===== config.mk =====
export PLATFORM = sky130hd
export DESIGN_NAME = go_back_n_sender_unit
export DESIGN_NICKNAME = d
export VERILOG_FILES = /design/src/gbn_pkg.sv /design/src/go_back_n_sender_unit.sv /design/src/gbn_ram.sv /design/src/gbn_ctrl.sv /design/src/gbn_dp.sv
export SDC_FILE = /design/constraint.sdc
export NUM_CORES = 2
export LEC_CHECK = 0
export BUFFER_PORTS_ARGS = -buffer_cell sky130_fd_sc_hd__buf_4
export CELL_PAD_IN_SITES_DETAIL_PLACEMENT = 0
export CELL_PAD_IN_SITES_GLOBAL_PLACEMENT = 1
export CORE_MARGIN = 8
export CORE_UTILIZATION = 40
export DETAILED_ROUTE_END_ITERATION = 8
export PLACE_DENSITY = 0.74
export SLEW_MARGIN = 10
export SYNTH_ARGS = -nofsm -noshare
export SYNTH_HDL_FRONTEND = slang
export SYNTH_SLANG_ARGS = --single-unit

===== constraint.sdc =====
create_clock -name clk -period 21.9 [get_ports clk]
set_clock_uncertainty 0.1 [all_clocks]
set_input_delay 6.57 -clock clk [delete_from_list [all_inputs] [get_ports clk]]
set_output_delay 6.57 -clock clk [all_outputs]
set_load 0.05 [all_outputs]

===== src/gbn_pkg.sv =====
// ----------------------------------------------------------------------------
// Go-Back-N sender package
// Shared types, codes and constants for the sender controller and datapath.
// ----------------------------------------------------------------------------
package gbn_pkg;

    localparam int PAYLOAD_BYTES = 20;
    localparam int BYTES_PER_BEAT = 4;
    localparam int SUM_BEATS = PAYLOAD_BYTES / BYTES_PER_BEAT;
    localparam int BEAT_W = 3;
    localparam int SUM_W = 13;
    localparam int SEQ_W = 31;
    localparam int PAY_W = PAYLOAD_BYTES * 8;
    localparam int SLOT_W = SEQ_W + 32 + PAY_W;
    localparam logic [31:0] NO_ACK = 32'hFFFF_FFFF;

    localparam logic [1:0] OP_MSG     = 2'd0;
    localparam logic [1:0] OP_ACK     = 2'd1;
    localparam logic [1:0] OP_TIMEOUT = 2'd2;

    localparam logic [2:0] KIND_SENT    = 3'd0;
    localparam logic [2:0] KIND_REFUSED = 3'd1;
    localparam logic [2:0] KIND_NEW_ACK = 3'd2;
    localparam logic [2:0] KIND_DUP_ACK = 3'd3;
    localparam logic [2:0] KIND_CORRUPT = 3'd4;

    typedef enum logic [2:0] {
        ST_IDLE,
        ST_DISPATCH,
        ST_SUM,
        ST_FINISH,
        ST_RD,
        ST_EMIT
    } gbn_state_t;

    typedef struct packed {
        logic capture;
        logic sum_step;
        logic finish;
        logic refuse;
        logic rd_issue;
        logic rd_emit;
    } gbn_cmd_t;

    typedef struct packed {
        logic [1:0] op;
        logic       full;
        logic       empty;
        logic       resend_last;
    } gbn_stat_t;

endpackage


===== src/go_back_n_sender_unit.sv =====
// ----------------------------------------------------------------------------
// Go-Back-N sender unit
// Builds, stores and resends packets of a sliding window and handles acks.
//
//   Channel   Handshake          Ports
//   command   start / busy       opcode, packet_seq, packet_ack, packet_check,
//                                payload_lo, payload_mid, payload_hi
//   result    valid (strobe)     kind, out_seq, out_check, out_payload_lo,
//                                out_payload_mid, out_payload_hi,
//                                timer_start, timer_stop, last
//
// A message or ack item steps through capture, decode, five beats of the
// four-byte checksum adder and a build step; a refused message ends after decode.
// A timeout item walks the held packets, with a ring RAM read and an emit for each.
// Each result is shown for one cycle; results are never held back.
// After reset the window is empty and the block is ready at once.
// ----------------------------------------------------------------------------
module go_back_n_sender_unit #(
    parameter int WINDOW = 6
) (
    input  logic                      clk,
    input  logic                      rst_n,
    input  logic                      start,
    output logic                      busy,
    input  logic [1:0]                opcode,
    input  logic signed [31:0]        packet_seq,
    input  logic signed [31:0]        packet_ack,
    input  logic signed [31:0]        packet_check,
    input  logic [63:0]               payload_lo,
    input  logic [63:0]               payload_mid,
    input  logic [31:0]               payload_hi,
    output logic                      valid,
    output logic [2:0]                kind,
    output logic [gbn_pkg::SEQ_W-1:0] out_seq,
    output logic signed [31:0]        out_check,
    output logic [63:0]               out_payload_lo,
    output logic [63:0]               out_payload_mid,
    output logic [31:0]               out_payload_hi,
    output logic                      timer_start,
    output logic                      timer_stop,
    output logic                      last
);
    import gbn_pkg::*;

    gbn_cmd_t  cmd;
    gbn_stat_t stat;

    gbn_ctrl u_ctrl (
        .clk   (clk),
        .rst_n (rst_n),
        .start (start),
        .stat  (stat),
        .cmd   (cmd),
        .busy  (busy)
    );

    gbn_dp #(
        .WINDOW (WINDOW)
    ) u_dp (
        .clk             (clk),
        .rst_n           (rst_n),
        .cmd             (cmd),
        .stat            (stat),
        .opcode          (opcode),
        .packet_seq      (packet_seq),
        .packet_ack      (packet_ack),
        .packet_check    (packet_check),
        .payload_lo      (payload_lo),
        .payload_mid     (payload_mid),
        .payload_hi      (payload_hi),
        .valid           (valid),
        .kind            (kind),
        .out_seq         (out_seq),
        .out_check       (out_check),
        .out_payload_lo  (out_payload_lo),
        .out_payload_mid (out_payload_mid),
        .out_payload_hi  (out_payload_hi),
        .timer_start     (timer_start),
        .timer_stop      (timer_stop),
        .last            (last)
    );

endmodule


===== src/gbn_ram.sv =====
// ----------------------------------------------------------------------------
// Generic RAM
// One write port and one read port with registered read data.
// ----------------------------------------------------------------------------
module gbn_ram #(
    parameter int WIDTH = 8,
    parameter int DEPTH = 4
) (
    input  logic                                        clk,
    input  logic                                        we,
    input  logic [((DEPTH > 1) ? $clog2(DEPTH) : 1)-1:0] waddr,
    input  logic [WIDTH-1:0]                            wdata,
    input  logic                                        re,
    input  logic [((DEPTH > 1) ? $clog2(DEPTH) : 1)-1:0] raddr,
    output logic [WIDTH-1:0]                            rdata
);

    logic [WIDTH-1:0] mem_reg [DEPTH];
    logic [WIDTH-1:0] rdata_reg;

    always_ff @(posedge clk)
    begin
        if (we)
        begin
            mem_reg[waddr] <= wdata;
        end
        if (re)
        begin
            rdata_reg <= mem_reg[raddr];
        end
    end

    assign rdata = rdata_reg;

endmodule


===== src/gbn_ctrl.sv =====
// ----------------------------------------------------------------------------
// Go-Back-N sender controller
// Sequences capture, checksum beats, packet build and the resend walk.
// ----------------------------------------------------------------------------
module gbn_ctrl (
    input  logic              clk,
    input  logic              rst_n,
    input  logic              start,
    input  gbn_pkg::gbn_stat_t stat,
    output gbn_pkg::gbn_cmd_t  cmd,
    output logic              busy
);
    import gbn_pkg::*;

    gbn_state_t        state_reg, state_next;
    logic [BEAT_W-1:0] beat_reg, beat_next;

    always_ff @(posedge clk or negedge rst_n)
    begin
        if (!rst_n)
        begin
            state_reg <= ST_IDLE;
            beat_reg  <= '0;
        end
        else
        begin
            state_reg <= state_next;
            beat_reg  <= beat_next;
        end
    end

    always_comb
    begin
        state_next = state_reg;
        beat_next  = beat_reg;
        case (state_reg)
            ST_IDLE:
            begin
                if (start)
                begin
                    state_next = ST_DISPATCH;
                end
            end
            ST_DISPATCH:
            begin
                beat_next = '0;
                case (stat.op)
                    OP_MSG:     state_next = stat.full ? ST_IDLE : ST_SUM;
                    OP_ACK:     state_next = ST_SUM;
                    OP_TIMEOUT: state_next = stat.empty ? ST_IDLE : ST_RD;
                    default:    state_next = ST_IDLE;
                endcase
            end
            ST_SUM:
            begin
                beat_next = beat_reg + BEAT_W'(1);
                if (beat_reg == BEAT_W'(SUM_BEATS - 1))
                begin
                    state_next = ST_FINISH;
                end
            end
            ST_FINISH: state_next = ST_IDLE;
            ST_RD:     state_next = ST_EMIT;
            ST_EMIT:   state_next = stat.resend_last ? ST_IDLE : ST_RD;
            default:   state_next = ST_IDLE;
        endcase
    end

    always_comb
    begin
        cmd = '0;
        case (state_reg)
            ST_IDLE:     cmd.capture  = start;
            ST_DISPATCH: cmd.refuse   = (stat.op == OP_MSG) && stat.full;
            ST_SUM:      cmd.sum_step = 1'b1;
            ST_FINISH:   cmd.finish   = 1'b1;
            ST_RD:       cmd.rd_issue = 1'b1;
            ST_EMIT:     cmd.rd_emit  = 1'b1;
            default:     cmd = '0;
        endcase
    end

    assign busy = (state_reg != ST_IDLE);

endmodule


===== src/gbn_dp.sv =====
// ----------------------------------------------------------------------------
// Go-Back-N sender datapath
// Window registers, checksum accumulator, packet ring and result register.
// ----------------------------------------------------------------------------
module gbn_dp #(
    parameter int WINDOW = 6
) (
    input  logic                      clk,
    input  logic                      rst_n,
    input  gbn_pkg::gbn_cmd_t         cmd,
    output gbn_pkg::gbn_stat_t        stat,
    input  logic [1:0]                opcode,
    input  logic signed [31:0]        packet_seq,
    input  logic signed [31:0]        packet_ack,
    input  logic signed [31:0]        packet_check,
    input  logic [63:0]               payload_lo,
    input  logic [63:0]               payload_mid,
    input  logic [31:0]               payload_hi,
    output logic                      valid,
    output logic [2:0]                kind,
    output logic [gbn_pkg::SEQ_W-1:0] out_seq,
    output logic signed [31:0]        out_check,
    output logic [63:0]               out_payload_lo,
    output logic [63:0]               out_payload_mid,
    output logic [31:0]               out_payload_hi,
    output logic                      timer_start,
    output logic                      timer_stop,
    output logic                      last
);
    import gbn_pkg::*;

    localparam int CW = $clog2(WINDOW + 1);
    localparam int SW = (WINDOW > 1) ? $clog2(WINDOW) : 1;
    localparam int PW = CW + 1;

    logic [1:0]        op_reg;
    logic [31:0]       pseq_reg, pack_reg, pchk_reg;
    logic [PAY_W-1:0]  pay_reg, shift_reg;
    logic [SUM_W-1:0]  acc_reg;

    logic [SW-1:0]     head_reg, head_next;
    logic [CW-1:0]     held_reg, held_next;
    logic [SEQ_W-1:0]  base_reg, base_next;
    logic [SEQ_W-1:0]  nseq_reg, nseq_next;
    logic [SW-1:0]     rd_slot_reg, rd_slot_next;
    logic [CW-1:0]     rd_cnt_reg, rd_cnt_next;
    logic              valid_reg, valid_next;

    logic [2:0]        kind_reg;
    logic [SEQ_W-1:0]  seq_reg;
    logic [31:0]       check_reg;
    logic [PAY_W-1:0]  opay_reg;
    logic              tstart_reg, tstop_reg, last_reg;

    logic [SUM_W-1:0]  beat_sum;
    logic [PW-1:0]     wr_sum, ack_sum;
    logic [SW-1:0]     wr_slot, ack_head, rd_slot_inc;
    logic [31:0]       msg_check, ack_check;
    logic [SEQ_W-1:0]  ack_dist;
    logic              ack_ok, ack_new;
    logic [CW-1:0]     ack_n, ack_held;

    logic              ram_we;
    logic [SLOT_W-1:0] ram_wdata, ram_rdata;

    assign beat_sum = acc_reg + SUM_W'(shift_reg[7:0]) + SUM_W'(shift_reg[15:8])
                      + SUM_W'(shift_reg[23:16]) + SUM_W'(shift_reg[31:24]);

    assign wr_sum  = PW'(head_reg) + PW'(held_reg);
    assign wr_slot = (wr_sum >= PW'(WINDOW)) ? SW'(wr_sum - PW'(WINDOW)) : SW'(wr_sum);

    assign msg_check = {1'b0, nseq_reg} + NO_ACK + 32'(acc_reg);
    assign ack_check = pseq_reg + pack_reg + 32'(acc_reg);
    assign ack_ok    = (ack_check == pchk_reg);
    assign ack_dist  = pack_reg[SEQ_W-1:0] - base_reg;
    assign ack_new   = ack_ok && !pack_reg[31] && (ack_dist < SEQ_W'(held_reg));
    assign ack_n     = ack_dist[CW-1:0] + CW'(1);
    assign ack_sum   = PW'(head_reg) + PW'(ack_n);
    assign ack_head  = (ack_sum >= PW'(WINDOW)) ? SW'(ack_sum - PW'(WINDOW)) : SW'(ack_sum);
    assign ack_held  = held_reg - ack_n;

    assign rd_slot_inc = (rd_slot_reg == SW'(WINDOW - 1)) ? '0 : rd_slot_reg + SW'(1);

    assign ram_we    = cmd.finish && (op_reg == OP_MSG);
    assign ram_wdata = {nseq_reg, msg_check, pay_reg};

    gbn_ram #(
        .WIDTH (SLOT_W),
        .DEPTH (WINDOW)
    ) u_ring (
        .clk   (clk),
        .we    (ram_we),
        .waddr (wr_slot),
        .wdata (ram_wdata),
        .re    (cmd.rd_issue),
        .raddr (rd_slot_reg),
        .rdata (ram_rdata)
    );

    always_comb
    begin
        head_next    = head_reg;
        held_next    = held_reg;
        base_next    = base_reg;
        nseq_next    = nseq_reg;
        rd_slot_next = rd_slot_reg;
        rd_cnt_next  = rd_cnt_reg;
        valid_next   = 1'b0;
        if (cmd.capture)
        begin
            rd_slot_next = head_reg;
            rd_cnt_next  = '0;
        end
        if (cmd.refuse)
        begin
            valid_next = 1'b1;
        end
        if (cmd.finish)
        begin
            valid_next = 1'b1;
            if (op_reg == OP_MSG)
            begin
                held_next = held_reg + CW'(1);
                nseq_next = nseq_reg + SEQ_W'(1);
            end
            else if (ack_new)
            begin
                head_next = ack_head;
                held_next = ack_held;
                base_next = pack_reg[SEQ_W-1:0] + SEQ_W'(1);
            end
        end
        if (cmd.rd_emit)
        begin
            valid_next   = 1'b1;
            rd_slot_next = rd_slot_inc;
            rd_cnt_next  = rd_cnt_reg + CW'(1);
        end
    end

    always_ff @(posedge clk or negedge rst_n)
    begin
        if (!rst_n)
        begin
            head_reg    <= '0;
            held_reg    <= '0;
            base_reg    <= '0;
            nseq_reg    <= '0;
            rd_slot_reg <= '0;
            rd_cnt_reg  <= '0;
            valid_reg   <= 1'b0;
        end
        else
        begin
            head_reg    <= head_next;
            held_reg    <= held_next;
            base_reg    <= base_next;
            nseq_reg    <= nseq_next;
            rd_slot_reg <= rd_slot_next;
            rd_cnt_reg  <= rd_cnt_next;
            valid_reg   <= valid_next;
        end
    end

    always_ff @(posedge clk)
    begin
        if (cmd.capture)
        begin
            op_reg    <= opcode;
            pseq_reg  <= $unsigned(packet_seq);
            pack_reg  <= $unsigned(packet_ack);
            pchk_reg  <= $unsigned(packet_check);
            pay_reg   <= {payload_hi, payload_mid, payload_lo};
            shift_reg <= {payload_hi, payload_mid, payload_lo};
            acc_reg   <= '0;
        end
        else if (cmd.sum_step)
        begin
            acc_reg   <= beat_sum;
            shift_reg <= {32'd0, shift_reg[PAY_W-1:32]};
        end

        if (cmd.refuse || cmd.finish || cmd.rd_emit)
        begin
            kind_reg   <= KIND_REFUSED;
            seq_reg    <= '0;
            check_reg  <= '0;
            opay_reg   <= '0;
            tstart_reg <= 1'b0;
            tstop_reg  <= 1'b0;
            last_reg   <= 1'b1;
            if (cmd.finish && (op_reg == OP_MSG))
            begin
                kind_reg   <= KIND_SENT;
                seq_reg    <= nseq_reg;
                check_reg  <= msg_check;
                opay_reg   <= pay_reg;
                tstart_reg <= (held_reg == '0);
            end
            else if (cmd.finish)
            begin
                if (!ack_ok)
                begin
                    kind_reg <= KIND_CORRUPT;
                end
                else if (!ack_new)
                begin
                    kind_reg <= KIND_DUP_ACK;
                end
                else
                begin
                    kind_reg   <= KIND_NEW_ACK;
                    tstart_reg <= (ack_held != '0);
                    tstop_reg  <= 1'b1;
                end
            end
            else if (cmd.rd_emit)
            begin
                kind_reg   <= KIND_SENT;
                seq_reg    <= ram_rdata[SLOT_W-1 -: SEQ_W];
                check_reg  <= ram_rdata[PAY_W +: 32];
                opay_reg   <= ram_rdata[PAY_W-1:0];
                tstart_reg <= (rd_cnt_reg == '0);
                last_reg   <= stat.resend_last;
            end
        end
    end

    assign stat.op          = op_reg;
    assign stat.full        = (held_reg == CW'(WINDOW));
    assign stat.empty       = (held_reg == '0);
    assign stat.resend_last = ((rd_cnt_reg + CW'(1)) == held_reg);

    assign valid           = valid_reg;
    assign kind            = kind_reg;
    assign out_seq         = seq_reg;
    assign out_check       = $signed(check_reg);
    assign out_payload_lo  = opay_reg[63:0];
    assign out_payload_mid = opay_reg[127:64];
    assign out_payload_hi  = opay_reg[159:128];
    assign timer_start     = tstart_reg;
    assign timer_stop      = tstop_reg;
    assign last            = last_reg;

endmodule


==> results_dict.tcl <==
set metrics [dict create \
    die_y_um 499 \
    cp.required_ps 15230 \
    synth_top_family_by_area "multiplexers" \
    viasPerCell 5.51 \
    drv_cap 0 \
    ys_ff_latch 2302 \
    via_count 52200 \
    postSynthCellCount 5675 \
    setup_viol 0 \
    place_area_sq_um 101000 \
    synth_area_sq_um 93400 \
    worstPathArrival_ps 2570 \
    post_synth_fa_ha_maj_area_fraction_pct 3.20 \
    clk_latency_ps 890 \
    final_nets 6686 \
    drv_slew 0 \
    crit_fanout 34 \
    drt_pre_antenna_iters 6 \
    route.detailed.drc 0 \
    ctsRootBufferMaster "clkbuf_16" \
    synth_warnings 0 \
    fin_hold_ws_ps 380 \
    crit_type "flip-flop to output port" \
    synth-async-reset-ratio_pct 3.52 \
    largest_reg_flops 1338 \
    fin_ws_ps 12660 \
    grt_pass1_wl_um 360000 \
    outcome "complete, no violations" \
    finalWirelength_um 251000 \
    ys_seq_area_share_pct 73.4 \
    dr.first_iter.drc_count 5302 \
    synthToLayoutAreaGrowth_pct 16.3 \
    grt_max_degree 163 \
    ir_worst_vdd_uv 113 \
    rrSetupSlack_ps 15580 \
    hold_buffers 0 \
    globalRouteOverflowTotal 0 \
    synthSimpleGateAreaFrac_pct 5.81 \
    synth.area.top_cells "edfxtp_1, mux4_2, mux2i_1" \
    ys.flop_type "edfxtp_1" \
    worstPathCellList "nor3_2 > buf_4 > inv_1 > buf_4" \
    io_buffers 491 \
    synth_xor_area_share_pct 1.43 \
    grt_pass1_vias 51400 \
    fin_area_sq_um 109000 \
    min_path_type "flip-flop to flip-flop" \
    slowest_delay_ps 570 \
    synth_top_area_share_pct 71.0 \
    initial_utilization_pct 40.2 \
    end_kind "output port" \
    antenna_left 0 \
    period_needed_ps 9240 \
    row_count 177 \
    critPathBufInv 3 \
    yosys.area.top_type "edfxtp_1" \
    wire_per_inst_um 26.5 \
    synth_edf_count 2208 \
    cts_max_path_buffers 3 \
    ios 492 \
    yosysUniqueCellTypes 86 \
    fp.dieW_um 499 \
    path_delay_family "buffers and inverters" \
    finalSetupTns_ps 0 \
    clock_sinks 2302 \
    h-tree-depth 4 \
    die_area_sq_um 249000 \
    gr-usage-all-layers_pct 19.4 \
    rsz0062_at_grt "false" \
    synth_mux_area_share_pct 8.13 \
    avgSynthCellArea_sq_um 16.5 \
    drive_above_1_share_pct 18.3 \
    clk_pin_slew_ps 60 \
    antenna_found_initial 41 \
    fmax_mhz 108 \
    start_kind "flip-flop" \
    gp_congestion 0.860 \
    slew_headroom_pct 14.9 \
    cts_setup_buffers 0 \
    cts_tree "yes" \
    worstMarginPinSlew_ps 1280 \
    final_hold_viol_count 0 \
    crit_top_cell "buf_4" \
    cts_made_buffers 229 \
    syn_nets 6150 \
    synth_compound_area_share_pct 6.28 \
    place_ws_ps 11750 \
    leakagePower_nw 37.6 \
    power_density_nw_per_um2 133 \
    ctsResizeCount 0 \
    dp_hpwl_um 160000 \
    core_area_sq_um 232000 \
    slowest_stage "dfrtp_1" \
    fin_crit_sh_pct 42.2 \
]
[report_power, final]
group	switching, mW	internal, mW
registers	0.461	5.84
logic	2.57	1.46
clock network	1.73	2.32
total	4.76	9.63
[layer usage]
layer  vias up  routed length, um  track usage [%]
met5         -                115                0
met2      1956             118000             30.8
met4        16               7250             6.19
met1     26800             109000             27.5
li1      23000                  -                -
met3       339              17400             3.49
[worst reg2reg max path: cells and delay by family, from the launching register on]
family | cells | cell delay (ps)
muxes | 1 | 380
adders and majority gates | 3 | 1270
and+or+nand+nor | 7 | 2520
DFF | 1 | 720
AOI/OAI and AO/OA | 3 | 1190
[cell usage in the layout, fill, tap and decap left out, types with 37 or more instances in the layout]
cell type / instances
a21oi_1: 331
buf_4: 549
ha_1: 172
mux4_2: 223
clkinv_2: 52
nor2_1: 322
edfxtp_1: 2208
nand3_1: 69
fa_1: 42
a21o_1: 37
dfrtp_1: 78
o21ai_0: 140
mux2i_1: 246
xnor2_1: 125
inv_1: 165
a22o_1: 191
clkbuf_16: 230
and3_1: 59
nand2_1: 544
nor3_1: 44
clkinv_1: 47
[synth_stat cells, types with 125 or more instances]
| cell type | number |
|---|---|
| clkbuf_1 | 193 |
| edfxtp_1 | 2208 |
| ha_1 | 172 |
| mux4_2 | 223 |
| nor2_1 | 325 |
| a21oi_1 | 331 |
| nand2_1 | 546 |
| o21ai_0 | 140 |
| inv_1 | 165 |
| mux2i_1 | 246 |
| xnor2_1 | 125 |
| a22o_1 | 191 |
[metrics by stage]
stage          total power, mW  utilization [%]  instances
2_1_floorplan             9.22                -       5675
6_report                  14.4             46.7       9476
5_1_grt                   15.1             46.7       9471
4_1_cts                   14.5             46.7       9457
3_5_place_dp              10.4             43.3       9023
3_3_place_gp              10.4             43.3       9023
[final timing paths]
path | depth (start not counted) | startpoint | to
max | 4 | u_ctrl.state_reg[2] | busy
max reg2reg | 14 | u_dp.acc_reg[1] | u_dp.kind[0]
min | 1 | u_dp.u_ring.rdata[8] | u_dp.opay_reg[8]
max in group asynchronous | 2 | rst_n | u_dp.rd_slot_reg[2]
min reg2reg | 1 | u_dp.u_ring.rdata[8] | u_dp.opay_reg[8]
min in group asynchronous | 1 | rst_n | u_dp.base_reg[21]
[final cells by class]
cell class	instances	area, sq um
Antenna cell	19	47.5
Clock buffer	269	5940
Clock inverter	165	1960
Fill cell	19700	124000
Inverter	166	631
Multi-Input combinational cell	2954	23300
Sequential cell	2302	68600
Tap cell	3043	3810
Timing Repair Buffer	558	4300
[cell families (layout without fill, tap and decap cells)]
family,count (synthesis),in the layout
other,0,19
multiplexers,479,479
AO/OA/AOI/OAI,890,890
flip-flops,2302,2302
XOR/XNOR,152,152
adder cells (fa/ha/maj),214,214
buffers and inverters,419,1158
AND/OR/NAND/NOR,1219,1219
No activity file was read; power rests on OpenSTA's default activity.
